--- src/design/dipll_pkg.sv ---
package dipll_pkg;

    // Field widths
    localparam int LIGHT_W = 24;
    localparam int DEPTH_W = 16;
    localparam int EXT_W   = 16;
    localparam int RATE_W  = 24;
    localparam int COEF_W  = 16;
    localparam int LAYER_W = 7;
    localparam int LIMIT_W = 16;
    localparam int CFG_W   = 24;

    // Shared divider: dividend and divisor widths
    localparam int DIV_DW = 44;
    localparam int DIV_VW = 24;

    // Exponential unit: Q1.16 result, 0..65536
    localparam int EXP_W = 17;
    localparam logic [DIV_DW-1:0] EXP_CUTOFF = DIV_DW'(24) << 16;
    localparam logic [16:0] LOG2E_Q16 = 17'd94548;

    localparam int MAX_LAYERS_DEF = 64;

    // Register reset values
    localparam logic [RATE_W-1:0]  MAX_RATE_RST  = 24'd4096000;
    localparam logic [COEF_W-1:0]  SLOPE_RST     = 16'd4096;
    localparam logic [COEF_W-1:0]  INHIB_RST     = 16'd0;
    localparam logic [LAYER_W-1:0] LAYER_CNT_RST = 7'd16;

    localparam logic [LIMIT_W-1:0] LIMIT_ONE = 16'd32768;

    typedef enum logic [1:0] {
        CFG_MAX_RATE   = 2'd0,
        CFG_SLOPE      = 2'd1,
        CFG_INHIBITION = 2'd2,
        CFG_LAYERS     = 2'd3
    } cfg_index_t;

    // 2^(-i/16) in Q16
    function automatic logic [16:0] pow2_neg(input logic [4:0] idx);
        logic [16:0] v;
        case (idx)
            5'd0:    v = 17'd65536;
            5'd1:    v = 17'd62757;
            5'd2:    v = 17'd60097;
            5'd3:    v = 17'd57549;
            5'd4:    v = 17'd55109;
            5'd5:    v = 17'd52773;
            5'd6:    v = 17'd50535;
            5'd7:    v = 17'd48393;
            5'd8:    v = 17'd46341;
            5'd9:    v = 17'd44376;
            5'd10:   v = 17'd42495;
            5'd11:   v = 17'd40693;
            5'd12:   v = 17'd38968;
            5'd13:   v = 17'd37316;
            5'd14:   v = 17'd35734;
            5'd15:   v = 17'd34219;
            5'd16:   v = 17'd32768;
            default: v = 17'd0;
        endcase
        return v;
    endfunction

endpackage

--- src/design/dipll_div.sv ---
module dipll_div (
    input  logic                          clk,
    input  logic                          rst_n,
    input  logic                          start,
    input  logic [dipll_pkg::DIV_DW-1:0]  dividend,
    input  logic [dipll_pkg::DIV_VW-1:0]  divisor,
    output logic                          done,
    output logic [dipll_pkg::DIV_DW-1:0]  quotient
);
    import dipll_pkg::*;

    localparam int CW = $clog2(DIV_DW + 1);

    logic [DIV_DW-1:0] quot_reg;
    logic [DIV_VW-1:0] rem_reg, rem_next;
    logic [DIV_VW-1:0] dsr_reg;
    logic [CW-1:0]     cnt_reg;
    logic              busy_reg;
    logic              done_reg;
    logic [DIV_VW:0]   shifted;
    logic              ge;

    // One restoring step per cycle
    always_comb
    begin
        shifted  = {rem_reg, quot_reg[DIV_DW-1]};
        ge       = shifted >= {1'b0, dsr_reg};
        rem_next = ge ? DIV_VW'(shifted - {1'b0, dsr_reg}) : shifted[DIV_VW-1:0];
    end

    always_ff @(posedge clk or negedge rst_n)
    begin
        if (!rst_n)
        begin
            busy_reg <= 1'b0;
            done_reg <= 1'b0;
            cnt_reg  <= '0;
        end
        else
        begin
            done_reg <= 1'b0;
            if (start)
            begin
                quot_reg <= dividend;
                dsr_reg  <= divisor;
                rem_reg  <= '0;
                cnt_reg  <= CW'(DIV_DW);
                busy_reg <= 1'b1;
            end
            else if (busy_reg)
            begin
                rem_reg  <= rem_next;
                quot_reg <= {quot_reg[DIV_DW-2:0], ge};
                cnt_reg  <= cnt_reg - 1'b1;
                if (cnt_reg == CW'(1))
                begin
                    busy_reg <= 1'b0;
                    done_reg <= 1'b1;
                end
            end
        end
    end

    assign done     = done_reg;
    assign quotient = quot_reg;

endmodule

--- config.mk ---
export PLATFORM = sky130hd
export DESIGN_NAME = dipll_div
export DESIGN_NICKNAME = d
export VERILOG_FILES = /design/src/design/dipll_pkg.sv /design/src/design/dipll_div.sv
export SDC_FILE = /design/constraint.sdc
export NUM_CORES = 1
export LEC_CHECK = 0
export BUFFER_PORTS_ARGS = -buffer_cell sky130_fd_sc_hd__buf_2
export CAP_MARGIN = 20
export CELL_PAD_IN_SITES_DETAIL_PLACEMENT = 1
export CELL_PAD_IN_SITES_GLOBAL_PLACEMENT = 1
export CORE_ASPECT_RATIO = 1.5
export CORE_MARGIN = 2
export CORE_UTILIZATION = 35
export CTS_BUF_LIST = sky130_fd_sc_hd__clkbuf_16
export CTS_CLUSTER_SIZE = 14
export DETAILED_ROUTE_END_ITERATION = 10
export GPL_ROUTABILITY_DRIVEN = 0
export HOLD_SLACK_MARGIN = 0.08
export PLACE_DENSITY = 0.74
export SLEW_MARGIN = 0
export SYNTH_ARGS = -nofsm -noshare
export SYNTH_HDL_FRONTEND = slang
export SYNTH_SLANG_ARGS = --single-unit
--- constraint.sdc ---
create_clock -name clk -period 4 [get_ports clk]
set_input_delay 0.8 -clock clk [delete_from_list [all_inputs] [get_ports clk]]
set_output_delay 0.8 -clock clk [all_outputs]
set_load 0.01 [all_outputs]
# == After elaboration in Yosys (flattened, before gate mapping) ==
# Cells that the tools add are included.
# totals
inputBits,71
ff_bits,100
output_inout_bits,45
# op_classes
mux,12
n_reduce_logical,3
eq_ne,1
order_cmp,1
addsub,2
# op_table
operator,n
44-bit two-way mux,2
24-bit two-way mux,2
25-bit by 24-bit greater-or-equal comparator with 1-bit output,1
24-bit subtractor,1
6-bit two-way mux,2
"6-bit by 1-bit equality test with 1-bit output, second input constant",1
1-bit two-way mux,6
"6-bit by 1-bit subtractor with 6-bit output, second input constant",1
2-bit AND reduction,2
2-bit nonzero test,1

# == Logic depth before layout (Yosys ltp) ==
# depth
depth_word,4
mapped_depth,12
depth_no_buf,10

# == Worst setup path after synthesis ==
# No wires, ideal clock.
# synth_timing
kind,in2reg
from,input start
to,"register quot_reg[0], in the netlist quotient[0] (enable)"
t_arrival_ns,3.223
required_ns,3.550
path_slack_ns,0.327
n_path_buf,1
setup_ns,0.450
path_stages,3
path_cell_list,clkbuf_1 -> nor2_1 -> nor2b_1
# synth_between
elab_chain_cells,2
# synth_lines
element,line,text
"start, declared",dipll_div.sv:4,"input logic start,"
2-bit nonzero test (no source line),--,
2-bit AND reduction (no source line),--,
"end signal, assigned",dipll_div.sv:44,quot_reg <= dividend;
"end signal, assigned",dipll_div.sv:53,"quot_reg <= {quot_reg[DIV_DW-2:0], ge};"
"end, declared",dipll_div.sv:14,logic [DIV_DW-1:0] quot_reg;
# No other way between the ends.
# A chain may end at the register's enable or synchronous reset.

# == Final worst setup path ==
# layout_timing
from,register rem_reg[15]
to,register rem_reg[9] (data pin)
# layout_between
elab_chain_cells,3
# layout_lines
element,line,text
"start, declared",dipll_div.sv:15,"logic [DIV_VW-1:0] rem_reg, rem_next;"
"start signal, assigned",dipll_div.sv:52,rem_reg <= rem_next;
25-bit by 24-bit greater-or-equal comparator with 1-bit output,dipll_div.sv:27,"ge = shifted >= {1'b0, dsr_reg};"
24-bit two-way mux,dipll_div.sv:28,"rem_next = ge ? DIV_VW'(shifted - {1'b0, dsr_reg}) : shifted[DIV_VW-1:0];"
24-bit two-way mux,dipll_div.sv:50,else if (busy_reg)
# No other way between the ends.

==> Implementation_results.wiki <==
{| class="wikitable"
! Metric !! Value
|-
| Drc violations || 0
|-
| Pwr dens || 461 nW/um^2
|-
| Dpl hpwl || 11.8 mm
|-
| Finished Cell Area || 6860 sq um
|-
| Pin count of the biggest net entering global routing || 48
|-
| Number of hold violations in the final report || 0
|-
| Highest attainable clock frequency || 302 MHz
|-
| Area taken by flip-flops and latches || 2960 sq um
|-
| Cell variety after synth || 61
|-
| FP Rows || 57
|-
| Leading cell type by number of instances after synthesis || edfxtp_1
|-
| FF+latch count, synth || 100
|-
| Peak ir drop on the vdd network || 0.275 mV
|-
| Deepest clock path buffer count || 2
|-
| Clock Skews || 6.18 ps
|-
| Number of flops mapped to enable cells by yosys || 92
|-
| CTS clock-pin slew for the worst setup and hold paths || 70 ps
|-
| Number of maximum-capacitance constraint violations || 0
|-
| Effective utilization at floorplan || 35.7%
|-
| Placed cell areas || 6570 sq um
|-
| Via Count || 4469
|-
| Detail-routed net length per standard cell || 18.9 um
|-
| Hold-critical path endpoint || cnt_reg[5]
|-
| RSZ-0062 raised after global routing || false
|-
| Library cell with the largest summed area after synthesis || edfxtp_1
|-
| Critical path class || flop to flop
|-
| Hold path depth || 2
|-
| Reg-to-Reg Start || rem_reg[15]
|-
| Count of nets after finishing || 712
|-
| Metal1 wirelength || 5.95 mm
|-
| Vertical die dimension || 161 um
|-
| Number of gates resized after CTS || 0
|-
| Number of buffers inserted to repair setup after CTS || 0
|-
| Max Used Layer || met4
|-
| Number of global-route vias before repair || 5043
|-
| Antenna violations before repair || 0
|-
| Largest stage delay on the critical path || 740 ps
|-
| Post-Synthesis Net Count || 602
|-
| Dominant cells by area after synthesis || edfxtp_1 48%, mux2_2 8.4%, ha_1 5.6%
|-
| Layout cell share with drive strength beyond 1 || 31.0%
|-
| Type of element launching the critical path || flop
|-
| First element of the critical path || rem_reg[15]
|-
| Number of H-tree levels || 3
|-
| Worst slack after detailed placement || 702 ps
|-
| Clk_lat worst skew || 360 ps
|-
| FF-to-FF path depth || 9
|-
| Fraction of the cycle the final worst path needs || 82.9%
|-
| Max-slew violation total from the final report || 0
|-
| Area delta synth->final || 18.8%
|-
| Relative slew slack || 34.4%
|-
| Crit path required time || 4090 ps
|-
| Clock tree from TritonCTS || yes
|-
| Capturing point of the worst reg2reg path || rem_reg[9]
|-
| Total of warnings raised by yosys || 0
|-
| Least-Margin Pin Slew || 976 ps
|-
| Crit Path Max Fanout || 15
|-
| Hold buffer count at cts || 0
|-
| Area fraction of the dominant cell type after synthesis || 47.8%
|-
| IO Pins || 116
|-
| Number of port buffers || 115
|-
| Crit path max-delay cell type || nor4_4
|-
| Least setup slack across all paths after layout || 685 ps
|-
| Avg Synthesized Cell Area || 11.5 sq um
|-
| Horizontal die dimension || 109 um
|-
| Die Footprint || 17600 sq um
|-
| Beginning of the worst hold path || cnt_reg[5]
|-
| Gr ovfl total || 0
|-
| Footprint of the multi-input gates || 2560 sq um
|-
| Status || finished clean
|-
| Met3 WL post-DR || 1.02 mm
|-
| Most instantiated flip-flop cell in the synthesis netlist || edfxtp_1
|-
| Cell at the root of the clock tree || clkbuf_16
|-
| Number of vias per cell || 5.42
|-
| Initial DRC count || 193
|-
| Leakage || 2.82 nW
|-
| Data arrival, critical path || 3410 ps
|-
| Number of flip-flops in the largest register || 44
|-
| Number of diodes || 0
|-
| Sum of met2 wire segment lengths after detailed routing || 8.31 mm
|-
| Clock buffers created by TritonCTS || 9
|-
| Number of sinks driven by the clock tree || 100
|-
| Global-route usage over all layers || 19.0%
|-
| Post-synth top cells || 92 x edfxtp_1, 43 x mux2_2, 39 x nor2_1
|-
| Sequential-to-total area share from yosys stat || 51.3%
|-
| Post-synthesis cell count || 504
|-
| Setup slack of the most critical reg-to-reg path || 690 ps
|-
| Critical-path cell list || ha_1, a21oi_1, o21ai_0, a31o_1, a32o_1, nor4_4, buf_12, mux2i_1, a211oi_1
|-
| Share of synthesized flip-flops with an asynchronous set or reset || 8.00%
|-
| First-pass GRT wire length || 26.0 mm
|-
| Netlist Area Pre-Place || 5780 sq um
|-
| Post-route ant nets || 0
|-
| Fill count || 1803
|-
| Final setup violation count || 0
|-
| Critical path capture point type || flop
|-
| Core area || 16200 sq um
|-
| Worst hold-check path type || flop to flop
|-
| Final-layout setup total negative slack || 0 ps
|-
| Total wirelength of the detailed-routed design || 15.6 mm
|-
| Final core occ || 42.4%
|-
| First-pass iteration count of the detailed router || 4
|-
| Crit path time final || 3310 ps
|}
[cell families (layout without fill, tap and decap cells)]
group | count (synthesis) | in the layout | synth area share [%]
buf+inv | 61 | 176 | 4.70
simple gates | 132 | 132 | 11.7
flops | 100 | 100 | 51.3
fa+ha+maj | 27 | 27 | 5.98
compound gates | 110 | 110 | 13.1
xor+xnor | 21 | 21 | 3.18
mux | 53 | 53 | 10.1
[power breakdown]
group          total, W  leakage (nW)  switching (W)  internal (W)
Clock          0.000886         0.153       0.000401      0.000485
Sequential      0.00135         0.990      0.0000727       0.00128
Combinational  0.000928          1.67       0.000526      0.000402
[how the worst max path moves through the flow]
stage / to / cells after the start
detailed placement: rem_reg[5] / 9
floorplan: quotient[0] / 3
CTS: rem_reg[9] / 9
global route: rem_reg[0] / 9
global placement: rem_reg[8] / 9
finish: rem_reg[9] / 9
[worst max-delay path, delay by kind of cell, from the launching register on]
family | cells | cell delay, ps
AOI/OAI and AO/OA | 5 | 960
and+or+nand+nor | 1 | 740
adders and majority gates | 1 | 450
DFF | 1 | 440
buffers and inverters | 1 | 240
muxes | 1 | 210
[per-layer routing]
layer	track usage, %	up-vias
li1	-	2108
met1	21.1	2196
met2	34.0	142
met3	4.88	23
met4	7.23	0
met5	0	-
[stage by stage]
stage | std cells | hold slack, ps | power [W]
after floorplan | 504 | 484 | 0.00203
after global routing | 825 | 580 | 0.00333
after detailed placement | 809 | 523 | 0.00229
final | 825 | 536 | 0.00316
after CTS | 825 | 545 | 0.00319
after global placement | 809 | 498 | 0.00225
[cell usage in the layout (no fill, tap or decap), drive strengths merged, types with 4 or more instances in the layout]
cell    netlist  routed
dfrtp         8       8
xor2          7       7
nand2b        5       5
a32oi         5       5
mux2         43      43
a21o          6       6
a31oi         4       4
o31ai         7       7
nor3          6       6
edfxtp       92      92
ha           26      26
and2          4       4
mux2i        10      10
o21a          5       5
a211oi       16      16
o21ai        17      17
nand2        31      31
nor4          5       5
and3          7       7
buf          15     124
nand4         7       7
inv          35      39
a311oi        5       5
xnor2        14      14
nor2         39      39
nand3        10      10
a21oi        25      25
clkbuf       10       9
o21bai        4       4
[layout make-up]
type	instances	area share, %
clock buffer	9	3.28
clock inverter	7	1.00
inverter	36	1.97
multi-input combinational	343	37.3
sequential	100	43.2
tap	206	3.76
timing repair buffer	124	9.55
Note: power is estimated with default switching activity, not from simulation.
