**src/design/dipll_pkg.sv**
```systemverilog
package dipll_pkg;

    // Field widths
    localparam int LIGHT_W = 24;
    localparam int DEPTH_W = 16;
    localparam int EXT_W   = 16;
    localparam int RATE_W  = 24;
    localparam int COEF_W  = 16;
    localparam int LAYER_W = 7;
    localparam int LIMIT_W = 16;
    localparam int CFG_W   = 24;

    // Shared divider: dividend and divisor widths
    localparam int DIV_DW = 44;
    localparam int DIV_VW = 24;

    // Exponential unit: Q1.16 result, 0..65536
    localparam int EXP_W = 17;
    localparam logic [DIV_DW-1:0] EXP_CUTOFF = DIV_DW'(24) << 16;
    localparam logic [16:0] LOG2E_Q16 = 17'd94548;

    localparam int MAX_LAYERS_DEF = 64;

    // Register reset values
    localparam logic [RATE_W-1:0]  MAX_RATE_RST  = 24'd4096000;
    localparam logic [COEF_W-1:0]  SLOPE_RST     = 16'd4096;
    localparam logic [COEF_W-1:0]  INHIB_RST     = 16'd0;
    localparam logic [LAYER_W-1:0] LAYER_CNT_RST = 7'd16;

    localparam logic [LIMIT_W-1:0] LIMIT_ONE = 16'd32768;

    typedef enum logic [1:0] {
        CFG_MAX_RATE   = 2'd0,
        CFG_SLOPE      = 2'd1,
        CFG_INHIBITION = 2'd2,
        CFG_LAYERS     = 2'd3
    } cfg_index_t;

    // 2^(-i/16) in Q16
    function automatic logic [16:0] pow2_neg(input logic [4:0] idx);
        logic [16:0] v;
        case (idx)
            5'd0:    v = 17'd65536;
            5'd1:    v = 17'd62757;
            5'd2:    v = 17'd60097;
            5'd3:    v = 17'd57549;
            5'd4:    v = 17'd55109;
            5'd5:    v = 17'd52773;
            5'd6:    v = 17'd50535;
            5'd7:    v = 17'd48393;
            5'd8:    v = 17'd46341;
            5'd9:    v = 17'd44376;
            5'd10:   v = 17'd42495;
            5'd11:   v = 17'd40693;
            5'd12:   v = 17'd38968;
            5'd13:   v = 17'd37316;
            5'd14:   v = 17'd35734;
            5'd15:   v = 17'd34219;
            5'd16:   v = 17'd32768;
            default: v = 17'd0;
        endcase
        return v;
    endfunction

endpackage

```
**src/design/dipll_exp.sv**
```systemverilog
module dipll_exp (
    input  logic                          clk,
    input  logic                          rst_n,
    input  logic                          start,
    input  logic [dipll_pkg::DIV_DW-1:0]  x,
    output logic                          done,
    output logic [dipll_pkg::EXP_W-1:0]   e
);
    import dipll_pkg::*;

    logic              s1_reg, s2_reg;
    logic              zero_reg;
    logic [37:0]       ymul_reg;
    logic [EXP_W-1:0]  e_reg;

    logic [21:0]       y;
    logic [5:0]        ipart;
    logic [3:0]        idx;
    logic [11:0]       t;
    logic [16:0]       hi, lo;
    logic [23:0]       dprod;
    logic [16:0]       v;
    logic [EXP_W-1:0]  e_next;

    // Table lookup with linear interpolation, then shift by integer part
    always_comb
    begin
        y      = ymul_reg[37:16];
        ipart  = y[21:16];
        idx    = y[15:12];
        t      = y[11:0];
        hi     = pow2_neg({1'b0, idx});
        lo     = pow2_neg(5'({1'b0, idx}) + 5'd1);
        // neighboring table steps differ by less than 4096
        dprod  = 24'(17'(hi - lo)) * 24'(t);
        v      = hi - 17'(dprod[23:12]);
        if (zero_reg || ipart > 6'd16)
            e_next = '0;
        else
            e_next = v >> ipart;
    end

    always_ff @(posedge clk or negedge rst_n)
    begin
        if (!rst_n)
        begin
            s1_reg <= 1'b0;
            s2_reg <= 1'b0;
        end
        else
        begin
            s1_reg <= start;
            s2_reg <= s1_reg;
            // stage 1: scale to base 2
            if (start)
            begin
                zero_reg <= x >= EXP_CUTOFF;
                ymul_reg <= 38'(x[20:0]) * 38'(LOG2E_Q16);
            end
            // stage 2: interpolate
            if (s1_reg)
                e_reg <= e_next;
        end
    end

    assign done = s2_reg;
    assign e    = e_reg;

endmodule

```
**config.mk**
```make
export PLATFORM = sky130hd
export DESIGN_NAME = dipll_exp
export DESIGN_NICKNAME = d
export VERILOG_FILES = /design/src/design/dipll_pkg.sv /design/src/design/dipll_exp.sv
export SDC_FILE = /design/constraint.sdc
export NUM_CORES = 1
export LEC_CHECK = 0
export BUFFER_PORTS_ARGS = -buffer_cell sky130_fd_sc_hd__buf_2
export CORE_ASPECT_RATIO = 0.5
export CORE_MARGIN = 5
export CORE_UTILIZATION = 40
export DETAILED_ROUTE_END_ITERATION = 10
export SLEW_MARGIN = 20
export SYNTH_ARGS = -nofsm -noshare
export SYNTH_HDL_FRONTEND = slang
export SYNTH_SLANG_ARGS = --single-unit
```
**constraint.sdc**
```tcl
create_clock -name clk -period 27.9 [get_ports clk]
set_input_delay 1.395 -clock clk [delete_from_list [all_inputs] [get_ports clk]]
set_output_delay 1.395 -clock clk [all_outputs]
set_load 0.01 [all_outputs]
```
# Word-level counts from Yosys, hierarchy flattened
# Memories as Yosys holds them, arrays and structs flattened. A register that Yosys moved wholly into a read port is not among the register bits.
# Cells that the tools add are included.
classes:
  reduce_logical: 3
  shift: 1
  order_cmp: 2
  add_sub_neg: 3
  mux: 1
  n_mul: 2
ops:
  columns: ["cell", "n"]
  rows:
  - [">= comparator 44 x 21 -> 1 bit (second input constant)", 1]
  - ["multiplier 21 x 15 -> 36 bit (second input constant)", 1]
  - ["multiplier 17 x 12 -> 24 bit", 1]
  - ["right shift 17 x 6 -> 17 bit", 1]
  - ["subtractor 17 x 12 -> 17 bit", 1]
  - ["subtractor 17 bit", 1]
  - ["greater-than comparator 6 x 5 -> 1 bit (second input constant)", 1]
  - ["adder 4 x 1 -> 5 bit (second input constant)", 1]
  - ["2-to-1 mux 4 bit", 1]
  - ["AND reduction 2 bit", 2]
  - ["logical OR 1 bit", 1]
totals:
  out_inout_bits: 18
  mem_count: 2
  reg_bits: 56
  mem_bits_ro: 816
memory_table:
  columns: ["name", "words", "word_bits", "rd", "rd_ports_with_merged_regs", "write_ports", "line_no", "text"]
  rows:
  - ["(name not given)", 32, 17, 1, 0, 0, "dipll_pkg.sv:42", "case (idx)"]
  - ["(name not given)", 16, 17, 1, 1, 0, "dipll_pkg.sv:42", null]

# Depth between registers and ports, before layout
# An unclocked memory read counts as a cell.
logic_depth:
  depth_word: 6
  ltp_mapped: 48
  mapped_depth_nobuf: 45

# Worst setup path before layout
# No wires, ideal clock.
synth_path:
  kind: "reg-to-reg"
  start: "register ymul_reg[29]"
  end: "register e_reg[1] (netlist: e[1]), data pin"
  setup_ps: 277
  period_less_slack_ps: 10480
  arrival_time_ps: 10203
  slack_ps: 17420
  required_ps: 27623
  stages_incl_launch_ff: 43
  path_cell_list: "edfxtp_1 ha_1 ha_1 clkbuf_1 mux4_2 or2_2 ha_1 o21ai_0 a21oi_1 o21ai_0 nor2b_1 xnor2_1 clkbuf_1 nand2_1 fa_1 fa_1 fa_1 inv_1 (+7 left out) a221oi_1 nor2b_1 nor2_1 xnor2_1 ha_1 inv_1 fa_1 a21o_1 a21oi_2 o21bai_1 a31o_1 a2111oi_4 nor3_1 and4bb_2 xnor2_1 nor2_1 a221oi_1 a211oi_1"
synth_between:
  elab_chain_len: 6
synth_rtl:
  columns: ["element", "line_no", "text"]
  rows:
  - ["start, declared", "dipll_exp.sv:13", "logic [37:0] ymul_reg;"]
  - ["start signal, assigned", "dipll_exp.sv:58", "ymul_reg <= 38'(x[20:0]) * 38'(LOG2E_Q16);"]
  - ["adder 4 x 1 -> 5 bit", "dipll_exp.sv:33", "lo = pow2_neg(5'({1'b0, idx}) + 5'd1);"]
  - ["memory (32 x 17 bit)", null, null]
  - ["subtractor 17 bit", "dipll_exp.sv:35", "dprod = 24'(17'(hi - lo)) * 24'(t);"]
  - ["multiplier 17 x 12 -> 24 bit", "dipll_exp.sv:35", null]
  - ["subtractor 17 x 12 -> 17 bit", "dipll_exp.sv:36", "v = hi - 17'(dprod[23:12]);"]
  - ["right shift 17 x 6 -> 17 bit", "dipll_exp.sv:40", "e_next = v >> ipart;"]
  - ["end signal, assigned", "dipll_exp.sv:62", "e_reg <= e_next;"]
  - ["end, declared", "dipll_exp.sv:14", "logic [EXP_W-1:0] e_reg;"]
# Every way passes these cells.
# A chain may end at the register's enable or synchronous reset.

# Final worst setup path
layout_path:
  start: "register ymul_reg[28]"
  end: "register e_reg[3] (netlist: e[3]), data pin"
# Same word-level chain as after synthesis.

==> reports/results.tsv <==
stage	metric	value	unit
final_layout	syn2layout_area_growth	7.38	%
floorplanning	die_w	290	um
final_layout	multiInputGateArea	12600	um2
final_layout	nFillCells	3839	
logic_synthesis	postSynthAreaPerCell	9.10	um2
routing	drt_pass1_iterations	5	
floorplanning	die-area	43600	um2
floorplanning	rows	51	
final_layout	postLayoutCoreUtil	0.434	
final_layout	antenna_cells	0	
min_path	worstHoldPathType	reg2reg	
clocking	clockRootBuffer	clkbuf_16	
logic_synthesis	synth-edff-count	40	
sta	timing.final.crit_period	12.14	ns
place	place.port_buffers	64	
critical_path	arrival	12.19	ns
critical_path	critPathCaptureType	flip-flop	
clocking	cts_setup_buffers	0	
logic_synthesis	yosys.cell_types.count	86	
sta	rsz0062_at_grt	no	
routing	wl_per_cell	16.0	um
logic_synthesis	ys_seq_area_frac	0.101	
clocking	cts_hold_buf	0	
critical_path	crit_slowest_cell	nor3_1	
routing	post_drt_via_cell_ratio	5.09	
floorplanning	core_area	38900	um2
routing	drc	0	
logic_synthesis	synthFlopType	edfxtp_1	
global_route	grt_max_degree	30	
logic_synthesis	yosys_warnings	0	
sta	fin_setup_tns	0	ns
global_route	antenna_found_initial	0	
critical_path	crit_type	reg2reg	
flow_run	max_cap_violations	0	
global_route	grt_pass1_vias	12124	
final_layout	seq_area	1590	um2
sta	fmax	82.4	MHz
clocking	clockBufferDepth	2	
clocking	cts_resized	0	
sta	post-route-period-util	0.435	
sta	hold_viol	0	
clocking	path_clk_slew	0.06	ns
routing	detail-route-antenna-nets	0	
sta	setup_viol	0	
sta	worstMarginPinSlew	1.09	ns
logic_synthesis	synth_area	15700	um2
global_route	grt-ovfl-total	0	
final_layout	final_layout_size_suffix_gt1_frac	0.0705	
floorplanning	die_y	150	um
floorplanning	ioPinCount	65	
logic_synthesis	synth_nets	2266	
critical_path	cp.required	27.95	ns
floorplanning	initial_utilization	0.405	
critical_path	cpPeakStageDelay	0.84	ns
clocking	h-tree-depth	3	
global_route	grt_usage	0.173	
clocking	clkLatencyLatePin	0.33	ns
clocking	cts_sinks	59	
clocking	tritoncts	yes	
final_layout	largest_reg_flops	22	
critical_path	worstSetupStartpointType	flip-flop	
sta	skew	0.00916	ns
final_layout	stdcell_count	2289	
sta	maxSlewViolCount	0	
routing	wl	36600	um
place	dp_cells	2273	
sta	relSlewSlack	0.267	
logic_synthesis	synth-seq-cells	59	
logic_synthesis	synthCells	1727	
place	dp_hpwl	31100	um
global_route	grt_pass1_wl	61300	um
clocking	cts-buffers-inserted	9	
run_status	status	complete, no violations	
routing	drt_iter0_markers	702	
routing	vias	11655	
logic_synthesis	synthArstFlopShare	0.0339	
place	routabilityCongestion	0.908	
final_layout	num-nets-final	2293	
critical_path	cp_max_fo	14	
-- metrics by stage --
| stage | cell area, um2 | hold slack [ns] | setup slack, ns |
|---|---|---|---|
| final | 16900 | 0.374 | 15.76 |
| after global routing | 16900 | 0.399 | 14.87 |
| after CTS | 16900 | 0.379 | 15.84 |
| after detailed placement | 16600 | 0.367 | 15.86 |
| after global placement | 16600 | 0.361 | 15.99 |
| after floorplan | 15700 | 0.347 | 17.42 |
-- per-layer routing --
| metal | vias up | track usage | part of all wire |
|---|---|---|---|
| li1 | 5653 | - | - |
| met2 | 211 | 0.294 | 0.47 |
| met1 | 5742 | 0.240 | 0.47 |
| met5 | - | 0 | 0 |
| met4 | 0 | 0.0446 | 0.022 |
| met3 | 49 | 0.0153 | 0.038 |
-- final timing paths --
check,start,end,slack (ns),cells past startpoint
min in group asynchronous,rst_n,done$_DFF_PN0_,0.85,1
hold reg to reg,s1_reg$_DFF_PN0_,done$_DFF_PN0_,0.37,0
max in group asynchronous,rst_n,s1_reg$_DFF_PN0_,26.94,1
hold / removal,s1_reg$_DFF_PN0_,done$_DFF_PN0_,0.37,0
setup / recovery,ymul_reg[28]$_DFFE_PP_,e[3]$_SDFFCE_PP0P_,15.76,43
setup reg to reg,ymul_reg[28]$_DFFE_PP_,e[3]$_SDFFCE_PP0P_,15.76,43
-- kinds of logic after synthesis --
kind of cell	Yosys count	synth area share
fa+ha+maj	492	0.507
simple gates	462	0.138
buf+inv	395	0.0947
compound gates	231	0.104
xor+xnor	67	0.0396
flops	59	0.101
mux	21	0.0153
-- cells in the final DEF, fill, tap and decap left out, types with 7 or more instances in the layout --
master,netlist,final
a21o_1,18,18
inv_1,330,330
nand2b_1,9,9
o211ai_1,14,14
nor2_1,80,80
o31ai_1,7,7
and2_1,63,63
nand2_1,195,195
clkbuf_16,0,9
o21a_1,15,15
fa_1,242,242
a21oi_1,41,41
nor3_1,29,29
nand3_1,21,21
buf_2,4,64
buf_4,0,13
xnor2_1,41,41
ha_1,250,250
nand4_1,11,11
a211oi_1,13,13
xor2_1,22,22
mux2i_1,15,14
o21ai_0,50,50
dfxtp_1,17,17
edfxtp_1,40,40
nor2b_1,19,19
-- area by class of cell --
cell class | instances | area share
Sequential cell | 59 | 0.0943
Multi-Input combinational cell | 1273 | 0.749
Clock inverter | 6 | 0.00482
Inverter | 334 | 0.0743
Timing Repair Buffer | 77 | 0.0248
Tap cell | 530 | 0.0393
Clock buffer | 10 | 0.0136
-- worst max-delay path: cells and delay by family (launching register included) --
| family | cells | cell delay, ns |
|---|---|---|
| adder cells (fa/ha/maj) | 8 | 3.55 |
| AO/OA/AOI/OAI | 17 | 3.21 |
| AND/OR/NAND/NOR | 9 | 2.34 |
| XOR/XNOR | 2 | 0.97 |
| multiplexers | 2 | 0.63 |
| flip-flops | 1 | 0.59 |
| buffers and inverters | 5 | 0.57 |
-- cells in the mapped netlist (6+ instances only) --
cell type	instances	area share
nand2b_1	9	0.0036
a31oi_1	6	0.0024
nor2_1	80	0.019
and2_1	63	0.025
xor2_1	22	0.012
o211ai_1	14	0.0067
nor3_1	29	0.0092
a21o_1	18	0.0086
fa_1	242	0.31
dfxtp_1	17	0.022
inv_1	330	0.079
mux2i_1	15	0.0096
a211oi_1	13	0.0062
nand3_1	21	0.0067
edfxtp_1	40	0.076
clkbuf_1	52	0.012
nor4_1	6	0.0024
nand2_1	195	0.047
nand4_1	11	0.0044
and3_1	6	0.0024
a21oi_1	41	0.013
xnor2_1	41	0.023
o21ai_0	50	0.016
ha_1	250	0.20
o21a_1	15	0.0072
a21boi_0	6	0.0029
o31ai_1	7	0.0033
nor2b_1	19	0.0076
Power is not shown: default switching activity piles up to over one toggle a cycle in this logic, so the estimate is an artifact.
